## src/design/ecs_pkg.sv

```systemverilog
// Shared types and constants of the elevator call scheduler.
// Used by every module of the block; it depends on nothing else.
package ecs_pkg;

   localparam int MAX_FLOORS = 32;
   localparam int COUNT_BITS = 4;
   localparam int IDX_W      = $clog2(MAX_FLOORS);
   localparam int FLOOR_W    = 6;
   localparam int CSR_DATA_W = 8;

   localparam logic [COUNT_BITS-1:0] COUNT_MAX = {COUNT_BITS{1'b1}};
   localparam logic [FLOOR_W-1:0] FLOOR_ONE   = FLOOR_W'(1);
   localparam logic [FLOOR_W-1:0] FLOOR_MIN_TOP = FLOOR_W'(2);
   localparam logic [FLOOR_W-1:0] FLOOR_MAX_TOP = FLOOR_W'(MAX_FLOORS);
   localparam logic [FLOOR_W-1:0] FLOOR_COUNT_RESET = FLOOR_W'(32);

   // Operation codes of an input beat.
   localparam logic [1:0] OP_UP_CALL   = 2'd0;
   localparam logic [1:0] OP_DOWN_CALL = 2'd1;
   localparam logic [1:0] OP_STEP      = 2'd2;

   // Configuration register indexes.
   localparam logic CSR_FLOOR_COUNT = 1'b0;
   localparam logic CSR_CAR_ID      = 1'b1;

   typedef struct packed {
      logic [1:0]         op;
      logic [FLOOR_W-1:0] call_floor;
   } req_type;

   typedef struct packed {
      logic [7:0]            car;
      logic [FLOOR_W-1:0]    floor_now;
      logic                  heading_up;
      logic [COUNT_BITS-1:0] arrivals;
      logic [FLOOR_W-1:0]    served_floor;
      logic                  served_up;
      logic                  busy_res;
   } rsp_type;

   // Lowest and highest occupied floor (1-based) of one call store.
   typedef struct packed {
      logic               any;
      logic [FLOOR_W-1:0] lo;
      logic [FLOOR_W-1:0] hi;
   } span_type;

endpackage

```

## src/design/ecs_span.sv

```systemverilog
// Priority encoders giving the lowest and highest pending floor of a store.
// Depends on ecs_pkg.
module ecs_span (
   input  logic [ecs_pkg::MAX_FLOORS-1:0] occ,
   output ecs_pkg::span_type              span
);

   logic [ecs_pkg::FLOOR_W-1:0] lo;
   logic [ecs_pkg::FLOOR_W-1:0] hi;

   always_comb begin
      lo = '0;
      hi = '0;
      for (int i = 0; i < ecs_pkg::MAX_FLOORS; i++) begin
         if (occ[i]) begin
            hi = ecs_pkg::FLOOR_W'(i + 1);
         end
      end
      for (int i = ecs_pkg::MAX_FLOORS - 1; i >= 0; i--) begin
         if (occ[i]) begin
            lo = ecs_pkg::FLOOR_W'(i + 1);
         end
      end
   end

   assign span.any = |occ;
   assign span.lo  = lo;
   assign span.hi  = hi;

endmodule

```

## src/design/ecs_count_store.sv

```systemverilog
// Per-floor saturating call counters of one direction, with occupancy bits.
// Depends on ecs_pkg.
module ecs_count_store (
   input  logic                            clock,
   input  logic                            reset,
   input  logic [ecs_pkg::IDX_W-1:0]       addr,
   input  logic                            inc,
   input  logic                            clr,
   output logic [ecs_pkg::COUNT_BITS-1:0]  rd_count,
   output logic [ecs_pkg::MAX_FLOORS-1:0]  occ
);

   logic [ecs_pkg::COUNT_BITS-1:0] cnt_ff [ecs_pkg::MAX_FLOORS];
   logic [ecs_pkg::COUNT_BITS-1:0] cnt_in;

   assign rd_count = cnt_ff[addr];

   always_comb begin
      cnt_in = rd_count;
      if (clr) begin
         cnt_in = '0;
      end else if (inc && (rd_count != ecs_pkg::COUNT_MAX)) begin
         cnt_in = rd_count + ecs_pkg::COUNT_BITS'(1);
      end
   end

   always_comb begin
      for (int i = 0; i < ecs_pkg::MAX_FLOORS; i++) begin
         occ[i] = (cnt_ff[i] != '0);
      end
   end

   always_ff @(posedge clock) begin
      if (reset) begin
         for (int i = 0; i < ecs_pkg::MAX_FLOORS; i++) begin
            cnt_ff[i] <= '0;
         end
      end else if (inc || clr) begin
         cnt_ff[addr] <= cnt_in;
      end
   end

endmodule

```

## src/design/elevator_call_scheduler_core.sv

```systemverilog
// Top level of the single-car SCAN call scheduler: handshake registers,
// car position and direction, and the move decision. Depends on ecs_pkg,
// ecs_count_store and ecs_span.
//
//   channel  | ports                                  | direction
//   ---------+----------------------------------------+----------
//   request  | req_valid, req_stall, req_data         | in
//   response | rsp_valid, rsp_stall, rsp_data         | out
//   csr      | csr_we, csr_index, csr_wdata           | in
//
// Each beat is registered at the input, processed combinationally (the priority
// encoders over the occupancy bits lie on that path) and its status lands in the
// output register; one beat per cycle is sustained while rsp_stall is low.
// Reset clears both call stores, puts the car at floor 1 heading up and sets
// floor_count to 32 and car_id to 0. A stalled response holds the output
// register and, once the input register is also full, stalls the request side.
module elevator_call_scheduler_core (
   input  logic                              clock,
   input  logic                              reset,
   input  logic                              req_valid,
   output logic                              req_stall,
   input  ecs_pkg::req_type                  req_data,
   output logic                              rsp_valid,
   input  logic                              rsp_stall,
   output ecs_pkg::rsp_type                  rsp_data,
   input  logic                              csr_we,
   input  logic                              csr_index,
   input  logic [ecs_pkg::CSR_DATA_W-1:0]    csr_wdata
);

   logic                        req_valid_ff;
   ecs_pkg::req_type            req_ff;
   logic                        rsp_valid_ff;
   ecs_pkg::rsp_type            rsp_ff;
   ecs_pkg::rsp_type            rsp_in;
   logic [ecs_pkg::FLOOR_W-1:0] position_ff;
   logic [ecs_pkg::FLOOR_W-1:0] position_in;
   logic                        going_up_ff;
   logic                        going_up_in;
   logic [ecs_pkg::FLOOR_W-1:0] floor_count_ff;
   logic [7:0]                  car_id_ff;

   logic                            advance;
   logic                            accept;
   logic                            is_up;
   logic                            is_down;
   logic                            is_step;
   logic                            floor_ok;
   logic                            step_go;
   logic [ecs_pkg::FLOOR_W-1:0]     addr_full;
   logic [ecs_pkg::IDX_W-1:0]       addr;
   logic [ecs_pkg::MAX_FLOORS-1:0]  addr_bit;
   logic                            up_inc;
   logic                            up_clr;
   logic                            dn_inc;
   logic                            dn_clr;
   logic [ecs_pkg::COUNT_BITS-1:0]  up_count;
   logic [ecs_pkg::COUNT_BITS-1:0]  dn_count;
   logic [ecs_pkg::MAX_FLOORS-1:0]  up_occ;
   logic [ecs_pkg::MAX_FLOORS-1:0]  dn_occ;
   logic [ecs_pkg::MAX_FLOORS-1:0]  up_occ_after;
   logic [ecs_pkg::MAX_FLOORS-1:0]  dn_occ_after;
   ecs_pkg::span_type               up_span;
   ecs_pkg::span_type               dn_span;
   logic [ecs_pkg::FLOOR_W-1:0]     top_floor;
   logic                            reverse;
   logic [ecs_pkg::COUNT_BITS-1:0]  arrivals;

   // The input register advances when the output register is free or drains.
   assign advance   = req_valid_ff && (!rsp_valid_ff || !rsp_stall);
   assign req_stall = req_valid_ff && !advance;
   assign accept    = req_valid && !req_stall;

   assign is_up    = (req_ff.op == ecs_pkg::OP_UP_CALL);
   assign is_down  = (req_ff.op == ecs_pkg::OP_DOWN_CALL);
   assign is_step  = (req_ff.op == ecs_pkg::OP_STEP);
   assign floor_ok = (req_ff.call_floor != '0) &&
                     (req_ff.call_floor <= ecs_pkg::FLOOR_MAX_TOP);
   assign step_go  = is_step && ((|up_occ) || (|dn_occ));

   assign addr_full = is_step ? (position_ff - ecs_pkg::FLOOR_ONE)
                              : (req_ff.call_floor - ecs_pkg::FLOOR_ONE);
   assign addr      = addr_full[ecs_pkg::IDX_W-1:0];
   assign addr_bit  = ecs_pkg::MAX_FLOORS'(1) << addr;

   assign up_inc = advance && is_up && floor_ok;
   assign dn_inc = advance && is_down && floor_ok;
   assign up_clr = advance && step_go && going_up_ff;
   assign dn_clr = advance && step_go && !going_up_ff;

   ecs_count_store u_up_store (
      .clock    (clock),
      .reset    (reset),
      .addr     (addr),
      .inc      (up_inc),
      .clr      (up_clr),
      .rd_count (up_count),
      .occ      (up_occ)
   );

   ecs_count_store u_dn_store (
      .clock    (clock),
      .reset    (reset),
      .addr     (addr),
      .inc      (dn_inc),
      .clr      (dn_clr),
      .rd_count (dn_count),
      .occ      (dn_occ)
   );

   // Occupancy as it stands once this beat has been applied.
   always_comb begin
      up_occ_after = up_occ;
      dn_occ_after = dn_occ;
      if (is_up && floor_ok) begin
         up_occ_after = up_occ | addr_bit;
      end
      if (is_down && floor_ok) begin
         dn_occ_after = dn_occ | addr_bit;
      end
      if (step_go && going_up_ff) begin
         up_occ_after = up_occ & ~addr_bit;
      end
      if (step_go && !going_up_ff) begin
         dn_occ_after = dn_occ & ~addr_bit;
      end
   end

   ecs_span u_up_span (.occ(up_occ_after), .span(up_span));
   ecs_span u_dn_span (.occ(dn_occ_after), .span(dn_span));

   always_comb begin
      if (floor_count_ff < ecs_pkg::FLOOR_MIN_TOP) begin
         top_floor = ecs_pkg::FLOOR_MIN_TOP;
      end else if (floor_count_ff > ecs_pkg::FLOOR_MAX_TOP) begin
         top_floor = ecs_pkg::FLOOR_MAX_TOP;
      end else begin
         top_floor = floor_count_ff;
      end
   end

   // SCAN: reverse at travel end or if one store alone has calls, none ahead.
   always_comb begin
      if (going_up_ff) begin
         reverse = (position_ff >= top_floor) ||
                   (!up_span.any && dn_span.any && (dn_span.lo < position_ff) &&
                    (dn_span.hi < position_ff)) ||
                   (up_span.any && (up_span.hi <= position_ff) && !dn_span.any);
      end else begin
         reverse = (position_ff <= ecs_pkg::FLOOR_ONE) ||
                   (dn_span.any && (dn_span.lo >= position_ff) && !up_span.any) ||
                   (!dn_span.any && up_span.any && (up_span.hi >= position_ff) &&
                    (up_span.lo > position_ff));
      end
   end

   always_comb begin
      position_in = position_ff;
      going_up_in = going_up_ff;
      arrivals    = '0;
      if (step_go) begin
         arrivals = going_up_ff ? up_count : dn_count;
         if (reverse) begin
            going_up_in = !going_up_ff;
         end else if (going_up_ff) begin
            position_in = position_ff + ecs_pkg::FLOOR_ONE;
         end else begin
            position_in = position_ff - ecs_pkg::FLOOR_ONE;
         end
      end
   end

   always_comb begin
      rsp_in.car          = car_id_ff;
      rsp_in.floor_now    = position_in;
      rsp_in.heading_up   = going_up_in;
      rsp_in.arrivals     = arrivals;
      rsp_in.served_floor = position_ff;
      rsp_in.served_up    = going_up_ff;
      rsp_in.busy_res     = up_span.any || dn_span.any;
   end

   always_ff @(posedge clock) begin
      if (reset) begin
         req_valid_ff   <= 1'b0;
         rsp_valid_ff   <= 1'b0;
         position_ff    <= ecs_pkg::FLOOR_ONE;
         going_up_ff    <= 1'b1;
         floor_count_ff <= ecs_pkg::FLOOR_COUNT_RESET;
         car_id_ff      <= '0;
      end else begin
         if (accept) begin
            req_valid_ff <= 1'b1;
         end else if (advance) begin
            req_valid_ff <= 1'b0;
         end
         if (advance) begin
            rsp_valid_ff <= 1'b1;
            position_ff  <= position_in;
            going_up_ff  <= going_up_in;
         end else if (!rsp_stall) begin
            rsp_valid_ff <= 1'b0;
         end
         if (csr_we) begin
            case (csr_index)
               ecs_pkg::CSR_FLOOR_COUNT: begin
                  floor_count_ff <= csr_wdata[ecs_pkg::FLOOR_W-1:0];
               end
               ecs_pkg::CSR_CAR_ID: begin
                  car_id_ff <= csr_wdata[7:0];
               end
               default: begin
               end
            endcase
         end
      end
   end

   always_ff @(posedge clock) begin
      if (accept) begin
         req_ff <= req_data;
      end
      if (advance) begin
         rsp_ff <= rsp_in;
      end
   end

   assign rsp_valid = rsp_valid_ff;
   assign rsp_data  = rsp_ff;

endmodule

```

## config.mk

```make
export PLATFORM = sky130hd
export DESIGN_NAME = elevator_call_scheduler_core
export DESIGN_NICKNAME = d
export VERILOG_FILES = /design/src/design/ecs_pkg.sv /design/src/design/ecs_span.sv /design/src/design/ecs_count_store.sv /design/src/design/elevator_call_scheduler_core.sv
export SDC_FILE = /design/constraint.sdc
export NUM_CORES = 1
export LEC_CHECK = 0
export BUFFER_PORTS_ARGS = -buffer_cell sky130_fd_sc_hd__buf_2
export CORE_MARGIN = 8
export CORE_UTILIZATION = 23
export CTS_CLUSTER_SIZE = 10
export DETAILED_ROUTE_END_ITERATION = 8
export GPL_TIMING_DRIVEN = 0
export PLACE_DENSITY = 0.39
export SKIP_LAST_GASP = 1
export SLEW_MARGIN = 20
export SYNTH_ARGS = -nofsm -noshare
export SYNTH_HDL_FRONTEND = slang
export SYNTH_SLANG_ARGS = --single-unit
export TNS_END_PERCENT = 50
```

## constraint.sdc

```tcl
create_clock -name clock -period 13.1 [get_ports clock]
set_input_delay 1.965 -clock clock [delete_from_list [all_inputs] [get_ports clock]]
set_output_delay 1.965 -clock clock [all_outputs]
set_load 0.01 [all_outputs]
```

# After elaboration in Yosys (flattened, before gate mapping)
# Memory sizes are Yosys's and may differ from the RTL's.
# Cells that the tools add are included.
[totals] reg_bits=58 ram_bits=256 in_bits=22 output_inout_bits=29 n_memories=2
[mem_list] memory="u_dn_store.cnt_ff" depth=32 width=4 rd=33 rd_ports_with_merged_regs=0 wr=32 line_no="ecs_count_store.sv:13" text="logic [ecs_pkg::COUNT_BITS-1:0] cnt_ff [ecs_pkg::MAX_FLOORS];"
[mem_list] memory="u_up_store.cnt_ff" depth=32 width=4 rd=33 rd_ports_with_merged_regs=0 wr=32 line_no="ecs_count_store.sv:13"
[op_classes] add_sub_neg=5 n_lt_le_gt_ge=11 eq_ne=5 shift=1 mux=164 bitwise_logic=6 reduce_logical=119
[ops] operator="6-bit 2-to-1 mux" count=71
[ops] operator="4-bit nonzero test" count=64
[ops] operator="5-bit 2-to-1 mux" count=35
[ops] operator="32-bit 2-to-1 mux" count=4
[ops] operator="32-bit OR reduction" count=4
[ops] operator="4-bit 2-to-1 mux" count=23
[ops] operator="32-bit AND" count=2
[ops] operator="32-bit OR" count=2
[ops] operator="32-bit inverter" count=1
[ops] operator="1-bit by 5-bit << shifter with 32-bit output, first input constant" count=1
[ops] operator="1-bit logical AND" count=28
[ops] operator="3-bit 2-to-1 mux" count=8
[ops] operator="1-bit 2-to-1 mux" count=19
[ops] operator="6-bit >= comparator" count=3
[ops] operator="6-bit less-than comparator" count=2
[ops] operator="1-bit logical OR" count=9
[ops] operator="4-bit by 1-bit adder with 4-bit output, second input constant" count=2
[ops] operator="2-bit 2-to-1 mux" count=4
[ops] operator="4-bit != test, second input constant" count=2
[ops] operator="4-bit OR reduction" count=2
[ops] operator="1-bit zero test" count=7
[ops] operator="6-bit by 1-bit adder with 6-bit output, second input constant" count=1
[ops] operator="6-bit > comparator" count=1
[ops] operator="6-bit > comparator, second input constant" count=1
[ops] operator="14 further kinds" count=15

# Depth between registers and ports, before layout
# Gate-level depths: netlist of the first run.
# An unclocked memory read counts as a cell.
[depth] word_depth=47 depth_mapped=35 depth_no_buf=29

# By module
# From an unflattened synthesis of the first run, not the netlist that was laid out.
[unflattened] hier_cells=1901 area_unflattened_um2=19496.2
[modules_own_cells] mod="ecs_count_store at u_up_store" instances=1 cells_per_inst=567 area_each_um2=6954.2 seq_area_each_um2=3843.7
[modules_own_cells] mod="ecs_count_store at u_dn_store" instances=1 cells_per_inst=560 area_each_um2=6751.5 seq_area_each_um2=3843.7
[modules_own_cells] mod="elevator_call_scheduler_core" instances=1 cells_per_inst=544 area_each_um2=4496.8 seq_area_each_um2=1511.4
[modules_own_cells] mod="ecs_span" instances=2 cells_per_inst=115 area_each_um2=646.9 seq_area_each_um2=0.0

# Worst setup path after synthesis of the first run
# No wires, ideal clock.
[synth_path] path_type="register to register" start="memory u_up_store.cnt_ff[20][1] (netlist name)" end="register position_ff[3] (netlist name)" setup_time_ps=70 arrival_time_ps=6369 setup_slack_ps=6661 path_stages_with_launch=31 synth_period_minus_slack_ps=6439 cell_sequence="edfxtp_1 > or4_1 > buf_2 > or4_1 > or4_4 > or4_4 > o211ai_2 > buf_2 > buf_2 > o21a_1 > o31ai_1 > a21oi_1 > o21ai_0 > a21oi_1 > o22ai_1 > a21oi_1 > nor2_1 > ha_1 > nor2b_1 > o21a_1 > o21a_1 > o21ai_0 > nand2b_1 > a21oi_1 > o21ai_0 > and3_1 > a32o_1 > nor3_4 > a22oi_4 > or3_1 > a21oi_1"
[synth_rtl] element="start: declaration" line_no="ecs_count_store.sv:13"
[synth_rtl] element="end signal: assignment" line_no="elevator_call_scheduler_core.sv:187" text="position_ff <= ecs_pkg::FLOOR_ONE;"
[synth_rtl] element="end signal: assignment" line_no="elevator_call_scheduler_core.sv:199" text="position_ff <= position_in;"
[synth_rtl] element="end: declaration" line_no="elevator_call_scheduler_core.sv:36" text="logic [ecs_pkg::FLOOR_W-1:0] position_ff;"

# Final worst setup path of the first run
[layout_path] start="register position_ff[0] (netlist name)" end="register position_ff[2] (netlist name)"
[layout_via] elab_chain_cells=46
[layout_lines] element="6-bit by 1-bit subtractor with 6-bit output" line_no="elevator_call_scheduler_core.sv:168" text="position_in = position_ff - ecs_pkg::FLOOR_ONE;"
[layout_lines] element="5-bit 2-to-1 mux" line_no="elevator_call_scheduler_core.sv:81" text="assign addr_full = is_step ? (position_ff - ecs_pkg::FLOOR_ONE)"
[layout_lines] element="1-bit by 5-bit << shifter with 32-bit output" line_no="elevator_call_scheduler_core.sv:84" text="assign addr_bit = ecs_pkg::MAX_FLOORS'(1) << addr;"
[layout_lines] element="32-bit OR / 32-bit inverter (equally long branches)" line_no="elevator_call_scheduler_core.sv:119, elevator_call_scheduler_core.sv:122, elevator_call_scheduler_core.sv:125"
[layout_lines] element="32-bit 2-to-1 mux / 32-bit AND (equally long branches)" line_no="elevator_call_scheduler_core.sv:118, elevator_call_scheduler_core.sv:125"
[layout_lines] element="32-bit 2-to-1 mux" line_no="elevator_call_scheduler_core.sv:124" text="if (step_go && !going_up_ff) begin"
[layout_lines] element="6-bit 2-to-1 mux (32 in series)" line_no="ecs_span.sv:20" text="if (occ[i]) begin"
[layout_lines] element="6-bit >= comparator / 6-bit less-than comparator (equally long branches)" line_no="elevator_call_scheduler_core.sv:151, elevator_call_scheduler_core.sv:146"
[layout_lines] element="1-bit logical AND (on tied branches) (2 in series)" line_no="elevator_call_scheduler_core.sv:151, elevator_call_scheduler_core.sv:146"
[layout_lines] element="1-bit logical OR (on tied branches)" line_no="elevator_call_scheduler_core.sv:150, elevator_call_scheduler_core.sv:145"
[layout_lines] element="1-bit logical OR (on tied branches)" line_no="elevator_call_scheduler_core.sv:151, elevator_call_scheduler_core.sv:147"
[layout_lines] element="1-bit 2-to-1 mux" line_no="elevator_call_scheduler_core.sv:144" text="if (going_up_ff) begin"
[layout_lines] element="6-bit 2-to-1 mux (*)" line_no="elevator_call_scheduler_core.sv:163" text="if (reverse) begin"
[layout_lines] element="6-bit 2-to-1 mux (*)" line_no="elevator_call_scheduler_core.sv:161" text="if (step_go) begin"
# Every way passes the cells marked *; elsewhere a longest branch is shown, timed or not.
# A chain may end at the register's enable or synchronous reset.

==> results of run 1 <==
==> cell usage after synthesis (12+ instances only) <==
cell type | number | area share [%]
a211oi_1 | 18 | 0.66
nand2_1 | 255 | 4.7
inv_1 | 29 | 0.53
edfxtp_1 | 291 | 43
a21o_1 | 12 | 0.44
mux4_2 | 52 | 5.7
or4_1 | 50 | 1.8
or3_1 | 15 | 0.46
a311oi_1 | 15 | 0.64
nand4_1 | 14 | 0.43
nor2_1 | 390 | 7.2
xnor2_1 | 17 | 0.73
and3_1 | 18 | 0.55
buf_2 | 24 | 0.59
a21oi_1 | 133 | 3.3
nor4_1 | 47 | 1.4
a22oi_1 | 22 | 0.81
a31oi_1 | 19 | 0.58
o21ai_0 | 99 | 2.4
o21a_1 | 18 | 0.66
nor3_1 | 33 | 0.81
nand2b_1 | 84 | 2.6
mux2i_1 | 18 | 0.88
o211ai_1 | 17 | 0.62
clkbuf_1 | 103 | 1.9
buf_1 | 16 | 0.29
nand3_1 | 57 | 1.4
o22ai_1 | 50 | 1.5
dfxtp_1 | 23 | 2.3
ha_1 | 35 | 2.1
nor2b_1 | 16 | 0.49
==> kinds of logic after synthesis <==
kind of cell / Yosys count / synth area share (%)
fa+ha+maj: 35 / 2.14
flops: 314 / 45.0
xor+xnor: 21 / 0.901
compound gates: 542 / 17.7
mux: 77 / 7.01
buf+inv: 175 / 3.40
simple gates: 1026 / 23.8
==> power by group through the flow <==
stage                     combinational (mW)  sequential, mW  clock, mW
final                                  0.590            1.16      0.991
after global placement                 0.567            1.17          0
after detailed placement               0.576            1.18          0
after floorplan                        0.290            1.16          0
after CTS                              0.578            1.16       1.02
after global routing                   0.607            1.16       1.05
==> state kept, by name, indices dropped and copies added (netlist names) <==
name and cells:
going_up_ff 1, floor_count_ff 6, u_up_store.cnt_ff 128, position_ff 6
rsp_data 27, u_dn_store.cnt_ff 128, req_ff 8, req_valid_ff 1
car_id_ff 8, rsp_valid 1
==> layout make-up <==
class                      instances  area [µm²]
sequential                       314        9200
multi-input combinational       1701       10700
buffer                           145         593
antenna                            2        5.00
clock inverter                     8        82.6
inverter                          30         113
fill                            9438       64600
clock buffer                      50        1030
timing repair buffer              65         400
tap                             1165        1460
==> per-stage QoR <==
step                      setup WS [ns]  power, mW  cell area [µm²]
after floorplan                    6.66       1.45            20400
after global placement             2.18       1.74            22100
after detailed placement           2.89       1.75            22500
after CTS                          2.85       2.75            23600
final                              2.45       2.74            23600
after global routing               2.17       2.82            23600
==> layer usage <==
layer	wire [µm]	up-vias	track usage (%)	part of all wire [%]
li1	-	8523	-	-
met1	47300	10021	29.2	43
met2	48000	1066	33.0	44
met3	9190	220	4.09	8.4
met4	4710	6	8.25	4.3
met5	28	-	0	0.026
==> final timing paths <==
check	endpoint	slack (ns)	cells after the start
worst min register to register	rsp_data[22]	0.43	0
worst max register to register	position_ff[2]	2.45	33
worst max-delay path	position_ff[2]	2.45	33
worst min-delay path	rsp_data[22]	0.43	0
==> cells in the final DEF, fill, tap and decap left out, drive strengths merged, types with 48 or more instances in the layout <==
cell type | Yosys | final
nor2 | 390 | 390
edfxtp | 291 | 291
nand2 | 255 | 255
clkbuf | 103 | 154
a21oi | 136 | 136
o21ai | 110 | 110
buf | 42 | 106
nand2b | 84 | 84
nand3 | 57 | 57
mux4 | 52 | 52
or4 | 52 | 52
o22ai | 50 | 50
nor4 | 48 | 48
==> worst reg2reg max path, delay by kind of cell, from the launching register on <==
| kind | cells | cell delay, ns |
|---|---|---|
| AOI/OAI and AO/OA | 15 | 4.43 |
| DFF | 1 | 0.60 |
| and+or+nand+nor | 8 | 1.71 |
| adders and majority gates | 2 | 0.51 |
| buffers and inverters | 8 | 3.32 |
==> flow_summary.json, run 1 <==
{
  "grt_max_degree": 27,
  "ys.flop_type": "edfxtp_1",
  "grt-ovfl-total": 0,
  "slew_headroom_pct": 13.2,
  "synth_async_sr_flop_share_pct": 0,
  "cts_buffer_depth": 3,
  "cts_resized": 0,
  "crit_required_ns": 13.58,
  "ctsRootBufferMaster": "clkbuf_16",
  "rsz0062_at_grt": "no",
  "synthCells": 2190,
  "ys_seq_area_share_pct": 45.0,
  "drc": 0,
  "ys_seq_elements": 314,
  "yosys_warnings": 0,
  "fp.coreArea_um2": 88200,
  "path_clk_slew_ns": 0.05,
  "synth_edf_count": 291,
  "synth.net_count": 2247,
  "wl_mm": 109,
  "clkPwrFrac_pct": 36.2,
  "h-tree-depth": 2,
  "worstPathMaxFanout": 10,
  "tightest_slew_ns": 1.30,
  "crit_path_frequent_cell": "buf_2",
  "r2r-start": "position_ff[0]",
  "grt_pass1_vias": 18942,
  "holdWs_ns": 0.427,
  "finalSetupViolations": 0,
  "ioPinCount": 51,
  "skew_ns": 0.0210,
  "period_minus_slack_ns": 10.65,
  "maxSlewViolCount": 0,
  "arrival_ns": 11.13,
  "max_freq_mhz": 93.9,
  "post-place-cells": 3420,
  "hold_viol_final": 0,
  "antenna_found_initial": 9,
  "fin_nets": 2353,
  "status": "completed",
  "fin_crit_sh_pct": 81.3,
  "dieArea_um2": 98600,
  "cts_setup_buffers": 0,
  "firstDrtPassIters": 5,
  "leakagePower_nw": 7.55,
  "critPathMaxStageDelay_ns": 0.93,
  "grt_pass1_wl_mm": 151,
  "insertion_delay_ns": 0.57,
  "die_w_um": 314,
  "dp_hpwl_mm": 85.6,
  "comb_power_share_pct": 21.6,
  "synth_cell_types": 92,
  "vias_per_cell": 5.70,
  "postSynthAreaPerCell_um2": 9.33,
  "setup_tns_ns": 0,
  "sw_frac_of_total_pct": 32.9,
  "startpoint": "position_ff[0]",
  "irDropWorstVdd_mv": 0.0720,
  "critPathBufInv": 8,
  "place.gp.congestion": 0.992,
  "placementRows": 109,
  "hp-start": "car_id_ff[3]",
  "fin_cells": 3480,
  "areaGrowthSynthToFinish_pct": 15.6,
  "numCtsBuffers": 39,
  "hold_buffers": 0,
  "crit_slowest_cell": "a2111oi_1",
  "worst_setup_path_end_kind": "flip-flop",
  "intPower_mw": 1.84,
  "critPathTopFamily": "compound AO/OA/AOI/OAI gates",
  "vias": 19836,
  "port_buffers": 47,
  "die_y_um": 314,
  "grt_use_total_pct": 21.3,
  "p_switching_mw": 0.901,
  "final_util_pct": 26.8,
  "netlist_area_um2": 20400,
  "hold_class": "flip-flop to flip-flop",
  "initialDrtViolationCount": 2518,
  "wire_per_inst_um": 31.4,
  "drv_cap": 0,
  "powerDensity_nw_per_um2": 116,
  "startpoint_type": "flip-flop",
  "p_seq_share_pct": 42.2,
  "criticalPathCategory": "flip-flop to flip-flop",
  "ant_nets": 0,
  "cts.sinks": 314,
  "cts_tree": "done",
  "drive_gt1_share_pct": 11.3,
  "start_util_pct": 23.1
}
Note: power is estimated with default switching activity, not from simulation.
==> run 2, diff against run 1 <==
- ABC_AREA: not set -> 1
- PLACE_DENSITY: 0.39 -> 0.4
- clock period: 13.1 -> 8.85 ns (I/O delays scaled with it)
==> flow_summary.json, run 2 <==
{
  "synth_edf_count": 291,
  "dp_hpwl_mm": 58.7,
  "synth_area_leaders": "edfxtp_1, nor2_1, nand2_1",
  "synthCells": 2146,
  "antenna_found_initial": 1,
  "firstDrtPassIters": 7,
  "grt_pass1_wl_mm": 109,
  "dieArea_um2": 85600,
  "port_buffers": 49,
  "cts_buffer_depth": 3,
  "grt_pass1_vias": 15707,
  "insertion_delay_ns": 0.58,
  "leakagePower_nw": 7.28,
  "sw_frac_of_total_pct": 32.4,
  "synth_cell_types": 48,
  "cts.sinks": 314,
  "intPower_mw": 2.66,
  "cts_resized": 0,
  "final_common_cell": "nor2_1",
  "die_w_um": 293,
  "busiest_layer": "met2",
  "drv_cap": 0,
  "postSynthAreaPerCell_um2": 8.20,
  "wire_per_inst_um": 23.5,
  "grt-ovfl-total": 0,
  "fp.coreArea_um2": 75800,
  "grt_use_met1_pct": 23.0,
  "fin_cells": 3238,
  "arrival_ns": 7.91,
  "p_seq_share_pct": 43.7,
  "use_met3_pct": 3.37,
  "worstPathMaxFanout": 11,
  "ioPinCount": 51,
  "power_mw": 3.94,
  "initialDrtViolationCount": 1787,
  "tightest_slew_ns": 1.23,
  "grt_use_total_pct": 17.3,
  "finalSetupViolations": 0,
  "comb_power_share_pct": 18.9,
  "vias_per_cell": 5.00,
  "yosysTopAreaCell": "edfxtp_1",
  "setup_tns_ns": 0,
  "max_freq_mhz": 131,
  "vias": 16191,
  "ctsRootBufferMaster": "clkbuf_16",
  "cts_setup_buffers": 0,
  "placementRows": 101,
  "areaGrowthSynthToFinish_pct": 15.1,
  "ant_nets": 0,
  "crit_required_ns": 9.14,
  "synth.net_count": 2203,
  "synthTopCellsByCount": "nor2_1, nand2_1, edfxtp_1",
  "synth_async_sr_flop_share_pct": 0,
  "post-place-cells": 3175,
  "use_met2_pct": 27.6,
  "wl_mm": 76.2,
  "rsz0062_at_grt": "no",
  "clkPwrFrac_pct": 37.5,
  "start_util_pct": 23.2,
  "synth_most_common_cell": "nor2_1",
  "place.gp.congestion": 0.941,
  "path_clk_slew_ns": 0.06,
  "fin_nets": 2296,
  "hold_buffers": 0,
  "cts_tree": "done",
  "ys_seq_elements": 314,
  "final_cell_mix": "nor2_1, nand2_1, edfxtp_1",
  "ys.flop_type": "edfxtp_1",
  "skew_ns": 0.0299,
  "fillers": 8220,
  "powerDensity_nw_per_um2": 194,
  "irDropWorstVdd_mv": 0.103,
  "netlist_area_um2": 17600,
  "synth_top_area_share_pct": 49.6,
  "h-tree-depth": 2,
  "maxSlewViolCount": 0,
  "worst_setup_path_end_kind": "flip-flop",
  "ys_seq_area_share_pct": 52.3,
  "startpoint_type": "flip-flop",
  "drive_gt1_share_pct": 7.13,
  "p_switching_mw": 1.27,
  "hold_viol_final": 0,
  "period_minus_slack_ns": 7.62,
  "die_y_um": 293,
  "drc": 0,
  "status": "completed",
  "criticalPathCategory": "flip-flop to flip-flop",
  "yosys_warnings": 0,
  "slew_headroom_pct": 18.0,
  "grt_max_degree": 33,
  "numCtsBuffers": 40,
  "hold_class": "flip-flop to flip-flop",
  "fin_crit_sh_pct": 86.1
}
==> run 2: changes by cell type after synthesis, moves of 52 or more <==
cell	delta
mux4_2	-52
inv_1	+90
nor2_1	+192
o21ai_0	-54
nand2_1	+268
nand2b_1	-84
==> run 2: worst paths after layout <==
check,from,to,slack [ns],cells past startpoint
setup / recovery,position_ff[0],u_up_store.cnt_ff[7][3],1.23,22
hold / removal,car_id_ff[0],rsp_data[19],0.42,0
setup reg to reg,position_ff[0],u_up_store.cnt_ff[7][3],1.23,22
hold reg to reg,car_id_ff[0],rsp_data[19],0.42,0
==> run 2: area by class of cell <==
| class | count | area, µm² | area share [%] |
|---|---|---|---|
| plain buffers | 83 | 332 | 1.64 |
| inverters | 141 | 529 | 2.61 |
| diodes | 2 | 5.00 | 0.0247 |
| clock buffers | 50 | 1040 | 5.13 |
| multi-input cells | 1608 | 7570 | 37.3 |
| well taps | 978 | 1220 | 6.04 |
| flip-flops and latches | 314 | 9200 | 45.4 |
| repair buffers | 51 | 273 | 1.35 |
| clock inverters | 11 | 96.3 | 0.475 |
==> run 2: metrics by stage <==
| step | area (µm²) | setup slack (ns) | utilization, % | hold WS (ns) |
|---|---|---|---|---|
| after floorplan | 17600 | 3.82 | - | 0.406 |
| after global placement | 19100 | 1.17 | 25.2 | 0.414 |
| after detailed placement | 19100 | 1.26 | 25.2 | 0.418 |
| after CTS | 20300 | 1.24 | 26.7 | 0.427 |
| after global routing | 20300 | 0.747 | 26.7 | 0.446 |
| final | 20300 | 1.23 | 26.7 | 0.424 |
==> run 2: power by group through the flow <==
stage	clock, mW	sequential (mW)	combinational (mW)
3_5_place_dp	0	1.75	0.733
4_1_cts	1.50	1.72	0.736
5_1_grt	1.56	1.72	0.785
6_report	1.47	1.72	0.743
2_1_floorplan	0	1.74	0.387
3_3_place_gp	0	1.75	0.732
==> run 2: kinds of logic after synthesis <==
logic type,count (synthesis),synth area share (%)
and+or+nand+nor,1235,28.2
buffers and inverters,224,4.81
AOI/OAI and AO/OA,331,11.9
adders and majority gates,35,2.49
DFF,314,52.3
xor gates and xnor gates,7,0.348
==> run 2: critical path: stages (launching register included) <==
cell       delay, ns
dfxtp_1         0.68
inv_2           0.17
ha_1            0.37
nand2_1         0.09
nand2_2         0.14
nand2_4         0.19
inv_1           0.07
clkbuf_1        0.43
clkbuf_2        0.55
clkbuf_1        0.55
a221oi_1        0.60
o22ai_1         0.25
a221oi_1        0.53
o2111ai_1       0.54
ha_1            0.42
nand3_1         0.09
nand2_1         0.10
inv_1           0.15
nand4_1         0.13
xor2_1          0.19
nand2_1         0.28
clkbuf_1        0.66
nor2_1          0.11
==> run 2: routing by layer <==
layer  part of all wire [%]  up-vias  routed length, µm
met5                      0        -                  0
met4                    3.8        0               2910
met3                    8.0      127               6060
met2                     44      700              33900
met1                     44     7881              33400
li1                       -     7483                  -
==> run 3, diff against run 2 <==
- PLACE_DENSITY: 0.4 -> not set
==> flow_summary.json, run 3 (synthesis gave the netlist of run 2 again) <==
{
  "tightest_slew_ns": 1.26,
  "criticalPathCategory": "flip-flop to flip-flop",
  "firstDrtPassIters": 6,
  "crit_path_frequent_cell": "nand2_1",
  "ctsRootBufferMaster": "clkbuf_16",
  "vias_per_cell": 5.07,
  "die_y_um": 293,
  "hold_end": "rsp_data[23]",
  "start_util_pct": 23.2,
  "p_seq_share_pct": 44.5,
  "hold_class": "flip-flop to flip-flop",
  "max_freq_mhz": 136,
  "cts.sinks": 314,
  "drc": 0,
  "antenna_cells": 0,
  "finalSetupViolations": 0,
  "numCtsBuffers": 38,
  "sw_frac_of_total_pct": 31.1,
  "startpoint_type": "flip-flop",
  "irDropWorstVdd_mv": 0.128,
  "drive_gt1_share_pct": 6.63,
  "placementRows": 101,
  "arrival_ns": 7.68,
  "r2r_end": "rsp_data[16]",
  "path_clk_slew_ns": 0.05,
  "fin_crit_sh_pct": 83.3,
  "crit_required_ns": 9.16,
  "final_cell_mix": "nor2_1, nand2_1, edfxtp_1",
  "clkPwrFrac_pct": 37.5,
  "skew_ns": 0.0239,
  "grt_pass1_wl_mm": 95.0,
  "comb_power_share_pct": 18.0,
  "fp.coreArea_um2": 75800,
  "maxSlewViolCount": 0,
  "period_minus_slack_ns": 7.37,
  "h-tree-depth": 2,
  "reg2reg_depth": 49,
  "intPower_mw": 2.66,
  "cts_tree": "done",
  "cts_setup_buffers": 0,
  "grt_max_degree": 23,
  "critPathMaxStageDelay_ns": 0.72,
  "dieArea_um2": 85600,
  "rsz0062_at_grt": "no",
  "dp_hpwl_mm": 49.4,
  "ioPinCount": 51,
  "seqCellArea_um2": 9200,
  "hold_viol_final": 0,
  "leakagePower_nw": 7.23,
  "slew_headroom_pct": 16.1,
  "ant_nets": 0,
  "worstPathMaxFanout": 11,
  "initialDrtViolationCount": 2219,
  "fillers": 8204,
  "crit_slowest_cell": "dfxtp_1",
  "die_w_um": 293,
  "grt_use_total_pct": 14.6,
  "setup_tns_ns": 0,
  "antenna_found_initial": 0,
  "multiInputGateArea_um2": 7560,
  "fin_nets": 2293,
  "port_buffers": 49,
  "wire_per_inst_um": 20.3,
  "areaGrowthSynthToFinish_pct": 14.8,
  "p_switching_mw": 1.20,
  "hp-start": "car_id_ff[4]",
  "regToRegSetupSlack_ns": 1.48,
  "drv_cap": 0,
  "cts_buffer_depth": 3,
  "worst_setup_path_end_kind": "flip-flop",
  "vias": 16342,
  "final_util_pct": 26.6,
  "insertion_delay_ns": 0.57,
  "r2r-start": "position_ff[0]",
  "wl_mm": 65.3,
  "status": "completed",
  "powerDensity_nw_per_um2": 191,
  "place.gp.congestion": 0.993,
  "hold_buffers": 0,
  "grt-ovfl-total": 0,
  "cts_resized": 0,
  "hold_path_depth": 0,
  "grt_pass1_vias": 15229,
  "final_common_cell": "nor2_1"
}
==> run 3: area by class of cell <==
cell class | instances | area share (%)
Buffer | 83 | 1.58
Clock buffer | 45 | 4.94
Clock inverter | 6 | 0.489
Inverter | 141 | 2.62
Multi-Input combinational cell | 1608 | 37.4
Sequential cell | 314 | 45.5
Tap cell | 978 | 6.06
Timing Repair Buffer | 50 | 1.35
==> run 3: metrics by stage <==
stage / cell area [µm²] / cells / hold WS, ns / total power [mW] / setup slack (ns)
2_1_floorplan: 17600 / 2146 / 0.406 / 2.12 / 3.82
3_3_place_gp: 19100 / 3173 / 0.413 / 2.41 / 1.65
3_5_place_dp: 19100 / 3174 / 0.418 / 2.42 / 1.73
4_1_cts: 20200 / 3225 / 0.430 / 3.85 / 1.71
5_1_grt: 20200 / 3225 / 0.444 / 3.96 / 0.997
6_report: 20200 / 3225 / 0.429 / 3.86 / 1.48
==> run 3: power groups by stage <==
stage / combinational (mW) / clock, mW / sequential, mW
after floorplan: 0.387 / 0 / 1.74
after global placement: 0.668 / 0 / 1.75
after detailed placement: 0.671 / 0 / 1.75
after CTS: 0.673 / 1.46 / 1.72
after global routing: 0.731 / 1.50 / 1.72
final: 0.697 / 1.45 / 1.72
==> run 3: routing by layer <==
metal	vias to the layer above	part of all wire [%]	routed length [µm]	track usage [%]
met4	0	5.4	3520	7.37
met3	225	12	8150	3.53
li1	7471	-	-	-
met1	7539	39	25500	18.8
met2	1107	43	28100	22.6
met5	-	0	0	0
==> run 3: worst max-delay path by stage <==
stage               depth (start not counted)      startpoint  slack (ns)      endpoint
global route                               49  position_ff[0]         1.0  rsp_data[16]
detailed placement                         49  position_ff[0]        1.73  rsp_data[16]
CTS                                        49  position_ff[0]        1.71  rsp_data[16]
finish                                     49  position_ff[0]        1.48  rsp_data[16]
global placement                           49  position_ff[0]        1.65  rsp_data[16]
floorplan                                  47  position_ff[0]        3.82  rsp_data[15]
==> run 3: worst max-delay path: cells and delay by family, from the launching register on <==
kind | cells | cell delay, ns
AOI/OAI and AO/OA | 6 | 1.08
and+or+nand+nor | 36 | 3.82
buffers and inverters | 5 | 0.90
DFF | 1 | 0.72
adders and majority gates | 2 | 0.56
